### src/sv/mbe_pkg.sv
`timescale 1ns / 1ps
// ----------------------------------------------------------------------------
// mbe_pkg
// shared constants and controller/datapath interface types of the
// escape-time unit
// ----------------------------------------------------------------------------
package mbe_pkg;

  // default geometry
  localparam int COORD_WIDTH_DEF = 32;
  localparam int FRAC_BITS_DEF   = 28;
  localparam int COUNT_WIDTH_DEF = 16;

  // hue output
  localparam int HUE_WIDTH = 9;
  localparam int HUE_SPAN  = 360;

  // iteration limit after reset
  localparam int LIMIT_RESET = 400;

  // escape test is |z|^2 >= radius squared
  localparam int ESC_RADIUS_SQ = 4;

  // controller to datapath commands
  typedef struct packed {
    logic load;       // take a new point, clear z and count
    logic mul;        // register the three products
    logic step;       // write back the next z, bump count
    logic div_start;  // launch hue division
    logic out_load;   // move the finished result to the output register
  } mbe_cmd_t;

  // datapath to controller status
  typedef struct packed {
    logic escape;     // |z|^2 at or above bound
    logic at_limit;   // count has reached the limit
    logic in_set;     // count equals the limit
    logic div_busy;   // hue division running
  } mbe_sts_t;

endpackage

### src/sv/mbe_ctrl.sv
`timescale 1ns / 1ps
// ----------------------------------------------------------------------------
// mbe_ctrl
// sequencer: accept, product/check loop, hue division, result hand-off
// ----------------------------------------------------------------------------
module mbe_ctrl (
  input  logic               clk,
  input  logic               rst_n,
  input  logic               in_tvalid,
  output logic               in_tready,
  output logic               out_tvalid,
  input  logic               out_tready,
  input  mbe_pkg::mbe_sts_t  sts,
  output mbe_pkg::mbe_cmd_t  cmd
);
  import mbe_pkg::*;

  typedef enum logic [4:0] {
    ST_IDLE = 5'b00001,
    ST_MUL  = 5'b00010,
    ST_CHK  = 5'b00100,
    ST_DIV  = 5'b01000,
    ST_DONE = 5'b10000
  } state_t;

  state_t state_r;
  state_t state_nxt;
  logic   out_valid_r;
  logic   out_valid_nxt;

  always_comb begin
    state_nxt = state_r;
    cmd       = '0;
    unique case (state_r)
      ST_IDLE: begin
        if (in_tvalid) begin
          cmd.load  = 1'b1;
          state_nxt = ST_MUL;
        end
      end
      ST_MUL: begin
        cmd.mul   = 1'b1;
        state_nxt = ST_CHK;
      end
      ST_CHK: begin
        if (sts.escape || sts.at_limit) begin
          if (sts.in_set) begin
            state_nxt = ST_DONE;
          end else begin
            cmd.div_start = 1'b1;
            state_nxt     = ST_DIV;
          end
        end else begin
          cmd.step  = 1'b1;
          state_nxt = ST_MUL;
        end
      end
      ST_DIV: begin
        if (!sts.div_busy) begin
          state_nxt = ST_DONE;
        end
      end
      ST_DONE: begin
        if (!out_valid_r || out_tready) begin
          cmd.out_load = 1'b1;
          state_nxt    = ST_IDLE;
        end
      end
      default: begin
        state_nxt = ST_IDLE;
      end
    endcase
  end

  always_comb begin
    if (cmd.out_load) begin
      out_valid_nxt = 1'b1;
    end else if (out_tready) begin
      out_valid_nxt = 1'b0;
    end else begin
      out_valid_nxt = out_valid_r;
    end
  end

  always_ff @(posedge clk) begin
    if (!rst_n) begin
      state_r     <= ST_IDLE;
      out_valid_r <= 1'b0;
    end else begin
      state_r     <= state_nxt;
      out_valid_r <= out_valid_nxt;
    end
  end

  assign in_tready  = (state_r == ST_IDLE);
  assign out_tvalid = out_valid_r;

`ifndef SYNTHESIS
  // the output register is only overwritten once its transaction is done
  a_no_overwrite: assert property (@(posedge clk) disable iff (!rst_n)
    cmd.out_load |-> (!out_valid_r || out_tready))
    else $error("result register overwritten before transaction");
`endif

endmodule

### config.mk
export PLATFORM = sky130hd
export DESIGN_NAME = mbe_ctrl
export DESIGN_NICKNAME = d
export VERILOG_FILES = /design/src/sv/mbe_pkg.sv /design/src/sv/mbe_ctrl.sv
export SDC_FILE = /design/constraint.sdc
export NUM_CORES = 1
export LEC_CHECK = 0
export ABC_AREA = 1
export BUFFER_PORTS_ARGS = -buffer_cell sky130_fd_sc_hd__buf_4
export CAP_MARGIN = 0
export CORE_AREA = 2 2 39 41
export DETAILED_ROUTE_END_ITERATION = 10
export DIE_AREA = 0 0 41 43
export GPL_TIMING_DRIVEN = 0
export PLACE_DENSITY_LB_ADDON = 0.2
export SYNTH_ARGS = -nofsm -noshare
export SYNTH_HDL_FRONTEND = slang
export SYNTH_SLANG_ARGS = --single-unit
### constraint.sdc
create_clock -name clk -period 1.1 [get_ports clk]
set_input_delay 0.22 -clock clk [delete_from_list [all_inputs] [get_ports clk]]
set_output_delay 0.22 -clock clk [all_outputs]
set_load 0.05 [all_outputs]
== After elaboration in Yosys (flattened, before gate mapping) ==
Index checks and enable logic that the tools add are counted.

* Bits of input ports: 8
* Register bits: 6
* Output and inout port bits: 7
* Logic and storage cells: 32

* Eq/ne operators: 8
* Muxes and demuxes: 17
* Reductions and logical operators: 5

{| class="wikitable"
|+ Operators by type and width
! operator !! number
|-
| $mux 5 || 5
|-
| $pmux 5 s5 || 1
|-
| $mux 1 || 10
|-
| $ne 2x2->1 const B || 3
|-
| $eq 5x1->1 const B || 1
|-
| $eq 5x2->1 const B || 1
|-
| $eq 5x3->1 const B || 1
|-
| $eq 5x4->1 const B || 1
|-
| $eq 5x5->1 const B || 1
|-
| $reduce_and 3->1 || 1
|-
| $logic_or 1x1->1 || 2
|-
| $mux 2 || 1
|-
| $reduce_bool 2->1 || 1
|-
| $logic_not 1->1 || 1
|}

== Logic depth before layout (Yosys ltp) ==
Gate-level depths: netlist of run 1.

* Depth in word-level cells: 5
* Mapped depth: 7
* Mapped depth without buffers: 7

== Worst setup path before layout of run 1 ==
Ideal clock, no wire load.

* Path type: reg-to-output
* Start point: reg state_r[3]
* End point: out cmd[4] in the netlist's numbering
* Stages on the path, launching flop included: 4
* Arrival: 1283 ps
* Setup slack: -403 ps
* Path buffers: 0
* Required time: 880 ps
* Cell sequence: dfxtp_1 -> nor2_2 -> nand3_1 -> nor2_1

{| class="wikitable"
|+ RTL lines
! element !! RTL line !! source
|-
| from (decl) || mbe_ctrl.sv:26 || <nowiki>state_t state_r;</nowiki>
|-
| from (signal assigned) || mbe_ctrl.sv:90 || <nowiki>state_r <= state_nxt;</nowiki>
|-
| to (decl) || mbe_ctrl.sv:14 || <nowiki>output mbe_pkg::mbe_cmd_t cmd</nowiki>
|}

==> results of run 1 <==
[layout by cell type (no fill, tap or decap), types with 2 or more instances in the layout]
cell,instances
buf_4,14
inv_1,9
nor2_4,6
nor2_1,6
nand2_1,5
nand4_1,4
dfxtp_2,4
nor2_2,3
nand3_2,3
nand3_1,3
clkbuf_4,3
buf_8,3
buf_6,3
inv_2,2
dfxtp_4,2
[worst max path at each step]
stage / slack (ns) / end / start / cells past startpoint
2_1_floorplan: -0.09 / state_r[1]$_SDFFE_PN0P_ / state_r[4]$_SDFFE_PN0P_ / 5
3_3_place_gp: -0.17 / cmd[0] / state_r[3]$_SDFFE_PN0P_ / 5
3_5_place_dp: -0.18 / cmd[0] / state_r[3]$_SDFFE_PN0P_ / 5
4_1_cts: -0.39 / cmd[1] / state_r[4]$_SDFFE_PN0P_ / 4
5_1_grt: -0.45 / cmd[1] / state_r[0]$_SDFFE_PN1P_ / 4
6_report: -0.38 / cmd[1] / state_r[0]$_SDFFE_PN1P_ / 4
[layout make-up]
type | instances | area (µm²)
Fill cell | 149 | 694
Multi-Input combinational cell | 38 | 272
Timing Repair Buffer | 20 | 184
Sequential cell | 6 | 133
Inverter | 13 | 55.1
Clock buffer | 4 | 26.3
Tap cell | 16 | 20.0
[kinds of logic after synthesis]
group / after synthesis / synth area share
AND/OR/NAND/NOR: 35 / 0.489
buffers and inverters: 14 / 0.147
AO/OA/AOI/OAI: 3 / 0.0521
flip-flops: 6 / 0.313
[power breakdown]
group	leakage [nW]	switching, mW	internal (mW)
Sequential	0.0516	0.0938	0.281
Combinational	0.263	0.588	0.393
Clock	0.0150	0.0944	0.138
[through the flow]
step / util / power [mW]
2_1_floorplan: - / 1.04
3_3_place_gp: 0.410 / 1.22
3_5_place_dp: 0.410 / 1.23
4_1_cts: 0.467 / 1.53
5_1_grt: 0.498 / 1.70
6_report: 0.498 / 1.59
[layer usage]
layer,up-vias,global-route usage
li1,229,-
met1,201,0.159
met2,12,0.191
met3,5,0.0942
met4,0,0.100
met5,-,0
[timing repair]
action	CTS	global route
setup buffers	3	3
pin swaps	4	8
gates resized for setup	10	8
setup endpoints to repair	8	10
[registers in the layout, indices dropped and copies added, names as in the netlist]
| name | cells |
|---|---|
| out_tvalid | 1 |
| state_r | 5 |
[worst reg2reg max path, cell delays in order (launching register included)]
cell	delay, ns
dfxtp_4	0.36
nor2_4	0.18
buf_4	0.15
nand4_2	0.12
and2_4	0.18
nand3_1	0.07
nand3_1	0.06
==> metrics.md, run 1 <==
| Metric | Value |
|---|---|
| Setup crit start kind | `register` |
| Kind of critical path | `reg2out` |
| # Max-Cap Violations | `0` |
| Synth Area per Inst | `around 6.6 µm²` |
| Top cell type's share of synthesized area | `0.313` |
| Min-Delay Startpoint | `rst_n` |
| H-tree depth | `1` |
| Total Nets Final | `90` |
| Peak VDD IR | `1.11 mV` |
| Fin area | `689 µm²` |
| Worst skew pair latency | `approximately 0.26 ns` |
| Crit end category | `output port` |
| Most frequently used cell type in the post-synthesis netlist | `inv_1` |
| Post-place setup slack | `-0.185 ns` |
| WL met2 | `slightly below 500 µm` |
| Die height | `43 µm` |
| Hold EP | `state_r[0]$_SDFFE_PN1P_` |
| Die area | `roughly 1800 µm²` |
| Root Buffer | `clkbuf_4` |
| Status | `finished with violations` |
| Commonest cells post-synth | `inv_1, nor2_1, dfxtp_1` |
| Layout area overhead | `79.5%` |
| Critical Path AT | `1.26 ns` |
| Overall Global Routing Usage | `0.144` |
| Clock Skew | `between 0.004 and 0.005 ns` |
| Power per standard cell area | `~2300 nW/µm²` |
| Slew HR | `0.864` |
| Pleak | `0.330 nW` |
| Iteration-0 DRC Markers | `7` |
| Die X | `between 40 and 50 µm` |
| Starting density of the core | `0.278` |
| Diodes inserted | `0` |
| Vias | `447` |
| Initial antenna violation count | `0` |
| DRC | `0` |
| Met1 Wirelength | `403 µm` |
| Max incr delay on CP | `0.34 ns` |
| RSZ-0062 raised after global routing | `true` |
| DRT Pass-1 Iters | `4` |
| CTS tree | `done` |
| GP Congestion | `approximately 0.83` |
| EDFF count, synth | `0` |
| Final setup viols | `9` |
| Vias in the first global route | `about 380` |
| Slew Limit Fails | `0` |
| Met3 wire length | `approximately 70 µm` |
| Reg2reg path depth | `6` |
| Synthesis-stage register bit count | `6` |
| PortBufs | `14` |
| CP Cell Sequence | `nor3_4, nand4_1, inv_4, buf_8` |
| Setup ws final | `-0.383 ns` |
| Final Critical Period | `1.48 ns` |
| Top Layer Used | `met4` |
| Total I/O pin count | `15` |
| CTS max path bufs | `2` |
| First-pass GRT wire length | `1.57 mm` |
| Fin cells | `97` |
| Post-DR wirelength/cell | `10.3 µm` |
| Row count | `14` |
| Core Region | `1380 µm²` |
| Area contributors post-synth | `dfxtp_1, inv_1, nor2_1, nand3_1, nand4_1` |
| Failing checks | `negative setup slack` |
| Final Hold Slack | `0.166 ns` |
| CP delay by family, top | `simple AND/OR/NAND/NOR gates` |
| DP Area | `568 µm²` |
| Crit Reg-Reg Startpoint | `state_r[3]$_SDFFE_PN0P_` |
| Largest net degree at the start of global routing | `6` |
| CTS buffer count | `3` |
| Synth Instances | `a little under 60` |
| Worst-Margin Slew | `0.204 ns` |
| CP Max Fanout | `3` |
| Final period utilization | `1.35` |
| DP HPWL | `roughly 740 µm` |
| Synth Flop Type | `dfxtp_1` |
| FF-to-FF End | `state_r[0]$_SDFFE_PN1P_` |
| Mapped Area | `384 µm²` |
| WP buf/inv | `2` |
| Min-delay worst type | `in2reg` |
| Final setup TNS | `-2.33 ns` |
| Share of layout cells above drive strength 1 | `0.617` |
| Vias/cell | `4.61` |
| Placed cells | `between 80 and 90` |
| Async SR Flop Fraction | `0` |
| Final Hold Vio Count | `0` |
| Antenna Violating Nets Remaining | `0` |
| Library cells used by synthesis | `16` |
| Clock Sinks | `6` |
| Total congestion overflow | `0` |
| Clk pin slew, worst setup/hold paths | `0.05 ns` |
| Fmax achieved | `0.674 GHz` |
| Synth Net Count | `66` |
| Register-to-register setup slack | `-0.13 ns` |
| # hold bufs at CTS | `0` |
| Syn. warnings | `0` |
| Hold path depth | `2` |
| Register area share after synthesis | `0.313` |
| Synth area leader | `dfxtp_1` |
| Worst path slowest cell | `dfxtp_2` |
| Worst Path Required | `0.88 ns` |
| Routed WL | `about 1000 µm` |
No activity file was read; power rests on OpenSTA's default activity.
==> run 2, diff against run 1 <==
CELL_PAD_IN_SITES_DETAIL_PLACEMENT = 0   (was default)
CELL_PAD_IN_SITES_GLOBAL_PLACEMENT = 1   (was default)
CORE_AREA = default   (was 2 2 39 41)
CORE_MARGIN = 1.5   (was default)
CORE_UTILIZATION = 26   (was default)
DIE_AREA = default   (was 0 0 41 43)
==> run 2 against run 1 <==
  * The flow still finishes with violations (negative setup slack)
  * Critical path depth stayed put
  * Highest routed layer is now met3
  * Utilization is 8.8 points higher
  * Critical path type unchanged
  * Clock power is 5% lower
==> metrics.md, run 2 (synthesized netlist as in run 1, its figures left out) <==
| Metric | Value |
|---|---|
| DRT Pass-1 Iters | `4` |
| PortBufs | `14` |
| Peak VDD IR | `1.22 mV` |
| CP Cell Sequence | `nor3_4, nand4_1, inv_4, buf_8` |
| # hold bufs at CTS | `0` |
| Setup crit start kind | `register` |
| Die X | `41.4 µm` |
| Final period utilization | `1.37` |
| DP HPWL | `732 µm` |
| # Max-Cap Violations | `0` |
| H-tree depth | `1` |
| Clk pin slew, worst setup/hold paths | `0.04 ns` |
| DRC | `0` |
| Share of layout cells above drive strength 1 | `0.701` |
| CTS tree | `done` |
| Fin area | `782 µm²` |
| Layout area overhead | `104%` |
| Core Region | `~1300 µm²` |
| Total I/O pin count | `15` |
| Initial antenna violation count | `0` |
| CTS buffer count | `3` |
| Post-DR wirelength/cell | `10.7 µm` |
| Root Buffer | `clkbuf_4` |
| Clock Sinks | `6` |
| Worst-Margin Slew | `0.224 ns` |
| Die area | `1720 µm²` |
| Commonest cells after routing, fill and taps aside | `buf_4, inv_1, buf_6` |
| FILL cells | `133` |
| Worst Path Required | `0.88 ns` |
| Setup ws final | `-0.402 ns` |
| Largest register FFs | `5` |
| Critical Path AT | `around 1.3 ns` |
| Status | `finished with violations` |
| Largest net degree at the start of global routing | `6` |
| Max incr delay on CP | `0.36 ns` |
| First-pass GRT wire length | `1.80 mm` |
| Total congestion overflow | `0` |
| Vias in the first global route | `448` |
| Final setup viols | `10` |
| Worst skew pair latency | `0.25 ns` |
| Min-delay worst type | `in2reg` |
| Slew HR | `0.850` |
| Power per standard cell area | `2430 nW/µm²` |
| Total Nets Final | `96` |
| Placed cells | `87` |
| Fin cells | `102` |
| Pleak | `0.375 nW` |
| Worst path slowest cell | `dfxtp_4` |
| Vias/cell | `4.56` |
| CTS max path bufs | `2` |
| Iteration-0 DRC Markers | `4` |
| Overall Global Routing Usage | `0.131` |
| Kind of critical path | `reg2out` |
| CP Max Fanout | `4` |
| WP buf/inv | `2` |
| Final Critical Period | `1.50 ns` |
| Clock Skew | `a little over 0.004 ns` |
| Die height | `41.4 µm` |
| Crit end category | `output port` |
| RSZ-0062 raised after global routing | `true` |
| Failing checks | `negative setup slack` |
| Antenna Violating Nets Remaining | `0` |
| Starting density of the core | `0.288` |
| Diodes inserted | `0` |
| Top reg by flops | `state_r` |
| GP Congestion | `approximately 0.8` |
| Routed WL | `1.10 mm` |
| Row count | `13` |
| Commonest non-fill, non-tap cell in the layout | `buf_4` |
| Final Hold Vio Count | `0` |
| DP Area | `567 µm²` |
| CP delay by family, top | `simple AND/OR/NAND/NOR gates` |
| Fmax achieved | `0.666 GHz` |
| Slew Limit Fails | `0` |
| Vias | `465` |
run 2: cell type report:
type                            count  area, µm²  share of cell area
Buffer                              1       11.3              0.0144
Timing Repair Buffer               25        244               0.312
Inverter                           13       55.1              0.0704
Sequential cell                     6        135               0.173
Tap cell                           15       18.8              0.0240
Multi-Input combinational cell     38        292               0.373
Clock buffer                        4       26.3              0.0336
run 2: through the flow:
stage / hold slack [ns] / setup TNS [ns] / util / power, mW / setup slack [ns]
floorplan: 0.304 / -0.204 / - / 1.04 / -0.0905
global placement: 0.427 / -0.883 / 0.425 / 1.23 / -0.238
detailed placement: 0.430 / -0.860 / 0.425 / 1.23 / -0.198
CTS: 0.170 / -2.42 / 0.554 / 1.79 / -0.397
global route: 0.196 / -3.52 / 0.586 / 2.01 / -0.490
finish: 0.191 / -2.82 / 0.586 / 1.90 / -0.402
run 2: routing by layer:
metal / vias up / part of all wire / GRT usage
met3: 0 / 0.035 / 0.0565
li1: 245 / - / -
met5: - / 0 / 0
met2: 6 / 0.54 / 0.225
met4: 0 / 0 / 0
met1: 214 / 0.43 / 0.162
run 2: final timing paths:
check / depth (start not counted) / from / slack, ns / endpoint
max: 4 / state_r[0]$_SDFFE_PN1P_ / -0.40 / cmd[1]
min: 2 / rst_n / 0.19 / state_r[0]$_SDFFE_PN1P_
max reg2reg: 8 / state_r[3]$_SDFFE_PN0P_ / -0.22 / state_r[0]$_SDFFE_PN1P_
min reg2reg: 3 / out_tvalid$_SDFFE_PN0P_ / 0.64 / out_tvalid$_SDFFE_PN0P_
run 2: where the power goes:
group          leakage, nW  total (mW)  switching (mW)  internal, mW
clock network       0.0150       0.222          0.0846         0.138
registers           0.0520       0.384          0.0954         0.288
logic                0.308        1.29           0.710         0.584
run 2: what timing repair did:
item	CTS	global route
buffers inserted	11	4
pin swaps	11	9
endpoints found under the setup margin	8	11
resized for setup	20	10
==> run 3, diff against run 2 <==
PLACE_DENSITY = 0.69   (was default)
PLACE_DENSITY_LB_ADDON = default   (was 0.2)
==> run 3 against run 2 <==
  * The flow still finishes with violations (negative setup slack)
  * Register-to-register slack better by 0.14 ns
  * Cell area down 7.0%
  * Total power down 6.7%
  * Maximum frequency up 0.40%
  * Clock-buffer cell count unchanged
  * Sequential share of layout area up 1.7 points
  * Clock power about the same
  * Clock skew up 0.00064 ns
  * Worst hold slack worse by 0.021 ns
  * Wire length down 6.8%
  * Setup slack better by 0.0061 ns
  * Die area unchanged
  * Critical endpoint unchanged
  * Highest routed layer is now met4
==> metrics.md, run 3 (synthesized netlist as in run 1, its figures left out) <==
| Metric | Value |
|---|---|
| Total I/O pin count | `15` |
| CTS max path bufs | `2` |
| CP Cell Sequence | `nor3_4, nand4_1, inv_4, buf_8` |
| Largest register FFs | `5` |
| Overall Global Routing Usage | `0.121` |
| Slew HR | `0.862` |
| Vias in the first global route | `379` |
| Layout area overhead | `89.3%` |
| Routed WL | `1.02 mm` |
| Core Region | `1330 µm²` |
| WP buf/inv | `2` |
| CP delay by family, top | `simple AND/OR/NAND/NOR gates` |
| Clock network fraction of total power | `0.127` |
| Vias/cell | `4.52` |
| Min-delay worst type | `in2reg` |
| Final period utilization | `1.36` |
| Final Hold Slack | `0.170 ns` |
| Worst skew pair latency | `around 0.25 ns` |
| Initial antenna violation count | `0` |
| Antenna Violating Nets Remaining | `0` |
| # Max-Cap Violations | `0` |
| Final setup TNS | `-2.33 ns` |
| Combinational share of power | `0.654` |
| Status | `finished with violations` |
| Diodes inserted | `0` |
| FF-to-FF End | `state_r[0]$_SDFFE_PN1P_` |
| CP Max Fanout | `4` |
| Pint | `roughly 0.9 mW` |
| Die X | `just over 40 µm` |
| GP Congestion | `0.778` |
| Critical Path AT | `1.28 ns` |
| PortBufs | `14` |
| Commonest non-fill, non-tap cell in the layout | `buf_4` |
| Root Buffer | `clkbuf_4` |
| Clock Skew | `0.00469 ns` |
| Share of layout cells above drive strength 1 | `0.654` |
| Failing checks | `negative setup slack` |
| Placed cells | `87` |
| Die area | `1720 µm²` |
| Max incr delay on CP | `approximately 0.36 ns` |
| Final Critical Period | `around 1.5 ns` |
| Peak VDD IR | `1.68 mV` |
| CTS buffer count | `3` |
| Setup ws final | `-0.396 ns` |
| Post-DR wirelength/cell | `10.6 µm` |
| Clk pin slew, worst setup/hold paths | `0.04 ns` |
| Row count | `13` |
| Die height | `approximately 41 µm` |
| Crit end category | `output port` |
| DRC | `0` |
| Sw Pwr | `0.849 mW` |
| Largest net degree at the start of global routing | `6` |
| Fin area | `727 µm²` |
| Setup crit start kind | `register` |
| FILL cells | `approximately 140` |
| Vias | `434` |
| Worst path slowest cell | `dfxtp_4` |
| Fin cells | `96` |
| Final Hold Vio Count | `0` |
| H-tree depth | `1` |
| Crit Reg-Reg Startpoint | `state_r[3]$_SDFFE_PN0P_` |
| Commonest cells after routing, fill and taps aside | `buf_4, inv_1, nor2_1` |
| Min-Delay Startpoint | `rst_n` |
| Seq pwr share | `0.219` |
| Kind of critical path | `reg2out` |
| Total congestion overflow | `0` |
| Reg2reg path depth | `6` |
| Total Nets Final | `90` |
| DRT Pass-1 Iters | `3` |
| Worst-Margin Slew | `0.207 ns` |
| Switching portion of total power | `0.479` |
| DP HPWL | `746 µm` |
| DP Area | `567 µm²` |
| Post-place setup slack | `-0.184 ns` |
| Clock Sinks | `6` |
| RSZ-0062 raised after global routing | `true` |
| Top reg by flops | `state_r` |
| Fmax achieved | `0.668 GHz` |
| Starting density of the core | `0.288` |
| Power per standard cell area | `2440 nW/µm²` |
| Pleak | `0.339 nW` |
| Register-to-register setup slack | `-0.08 ns` |
| Iteration-0 DRC Markers | `4` |
| Slew Limit Fails | `0` |
| Hold path depth | `2` |
| Final setup viols | `10` |
| CTS tree | `done` |
| First-pass GRT wire length | `1.52 mm` |
| Power, Total | `~1.8 mW` |
| Worst Path Required | `~0.88 ns` |
| Hold EP | `state_r[0]$_SDFFE_PN1P_` |
| Fin util | `0.545` |
## run 3: layer usage
layer / share of wire / GRT usage / up-vias / wire length, µm
met3: 0.063 / 0.0783 / 2 / 64
met4: 0.0088 / 0.0387 / 0 / 9
li1: - / - / 230 / -
met5: 0 / 0 / - / 0
met2: 0.47 / 0.181 / 11 / 477
met1: 0.46 / 0.139 / 191 / 469
## run 3: worst max path at each step
stage,start,to,slack [ns],cells past startpoint
global route,state_r[0]$_SDFFE_PN1P_,cmd[1],-0.45,4
CTS,state_r[4]$_SDFFE_PN0P_,cmd[1],-0.38,4
global placement,state_r[4]$_SDFFE_PN0P_,cmd[1],-0.18,4
detailed placement,state_r[3]$_SDFFE_PN0P_,cmd[0],-0.18,5
floorplan,state_r[4]$_SDFFE_PN0P_,state_r[1]$_SDFFE_PN0P_,-0.09,5
finish,state_r[0]$_SDFFE_PN1P_,cmd[1],-0.40,4
## run 3: timing repair
item / CTS / global route
hold buffers: 0 / 0
gates resized for setup: 12 / 16
pin swaps: 5 / 11
buffers inserted: 4 / 3
setup endpoints to repair: 9 / 10
## run 3: cell type report
class                           count  area (µm²)  share of cell area
Inverter                           13        57.6              0.0792
Sequential cell                     6         138               0.189
Clock buffer                        4        26.3              0.0361
Multi-Input combinational cell     38         292               0.401
Timing Repair Buffer               20         195               0.269
Tap cell                           15        18.8              0.0258
## run 3: worst reg2reg max path, cell delays in order, from the launching register on
cell     delay, ns
dfxtp_4       0.35
nor2_4        0.21
buf_6         0.14
nand4_4       0.09
and2_4        0.16
nand3_2       0.06
nand3_1       0.06
## run 3: power groups by stage
stage | clock [mW] | combinational [mW] | sequential, mW
finish | 0.225 | 1.16 | 0.389
global route | 0.255 | 1.21 | 0.395
CTS | 0.237 | 1.01 | 0.382
detailed placement | 0 | 0.863 | 0.370
global placement | 0 | 0.861 | 0.369
floorplan | 0 | 0.676 | 0.367
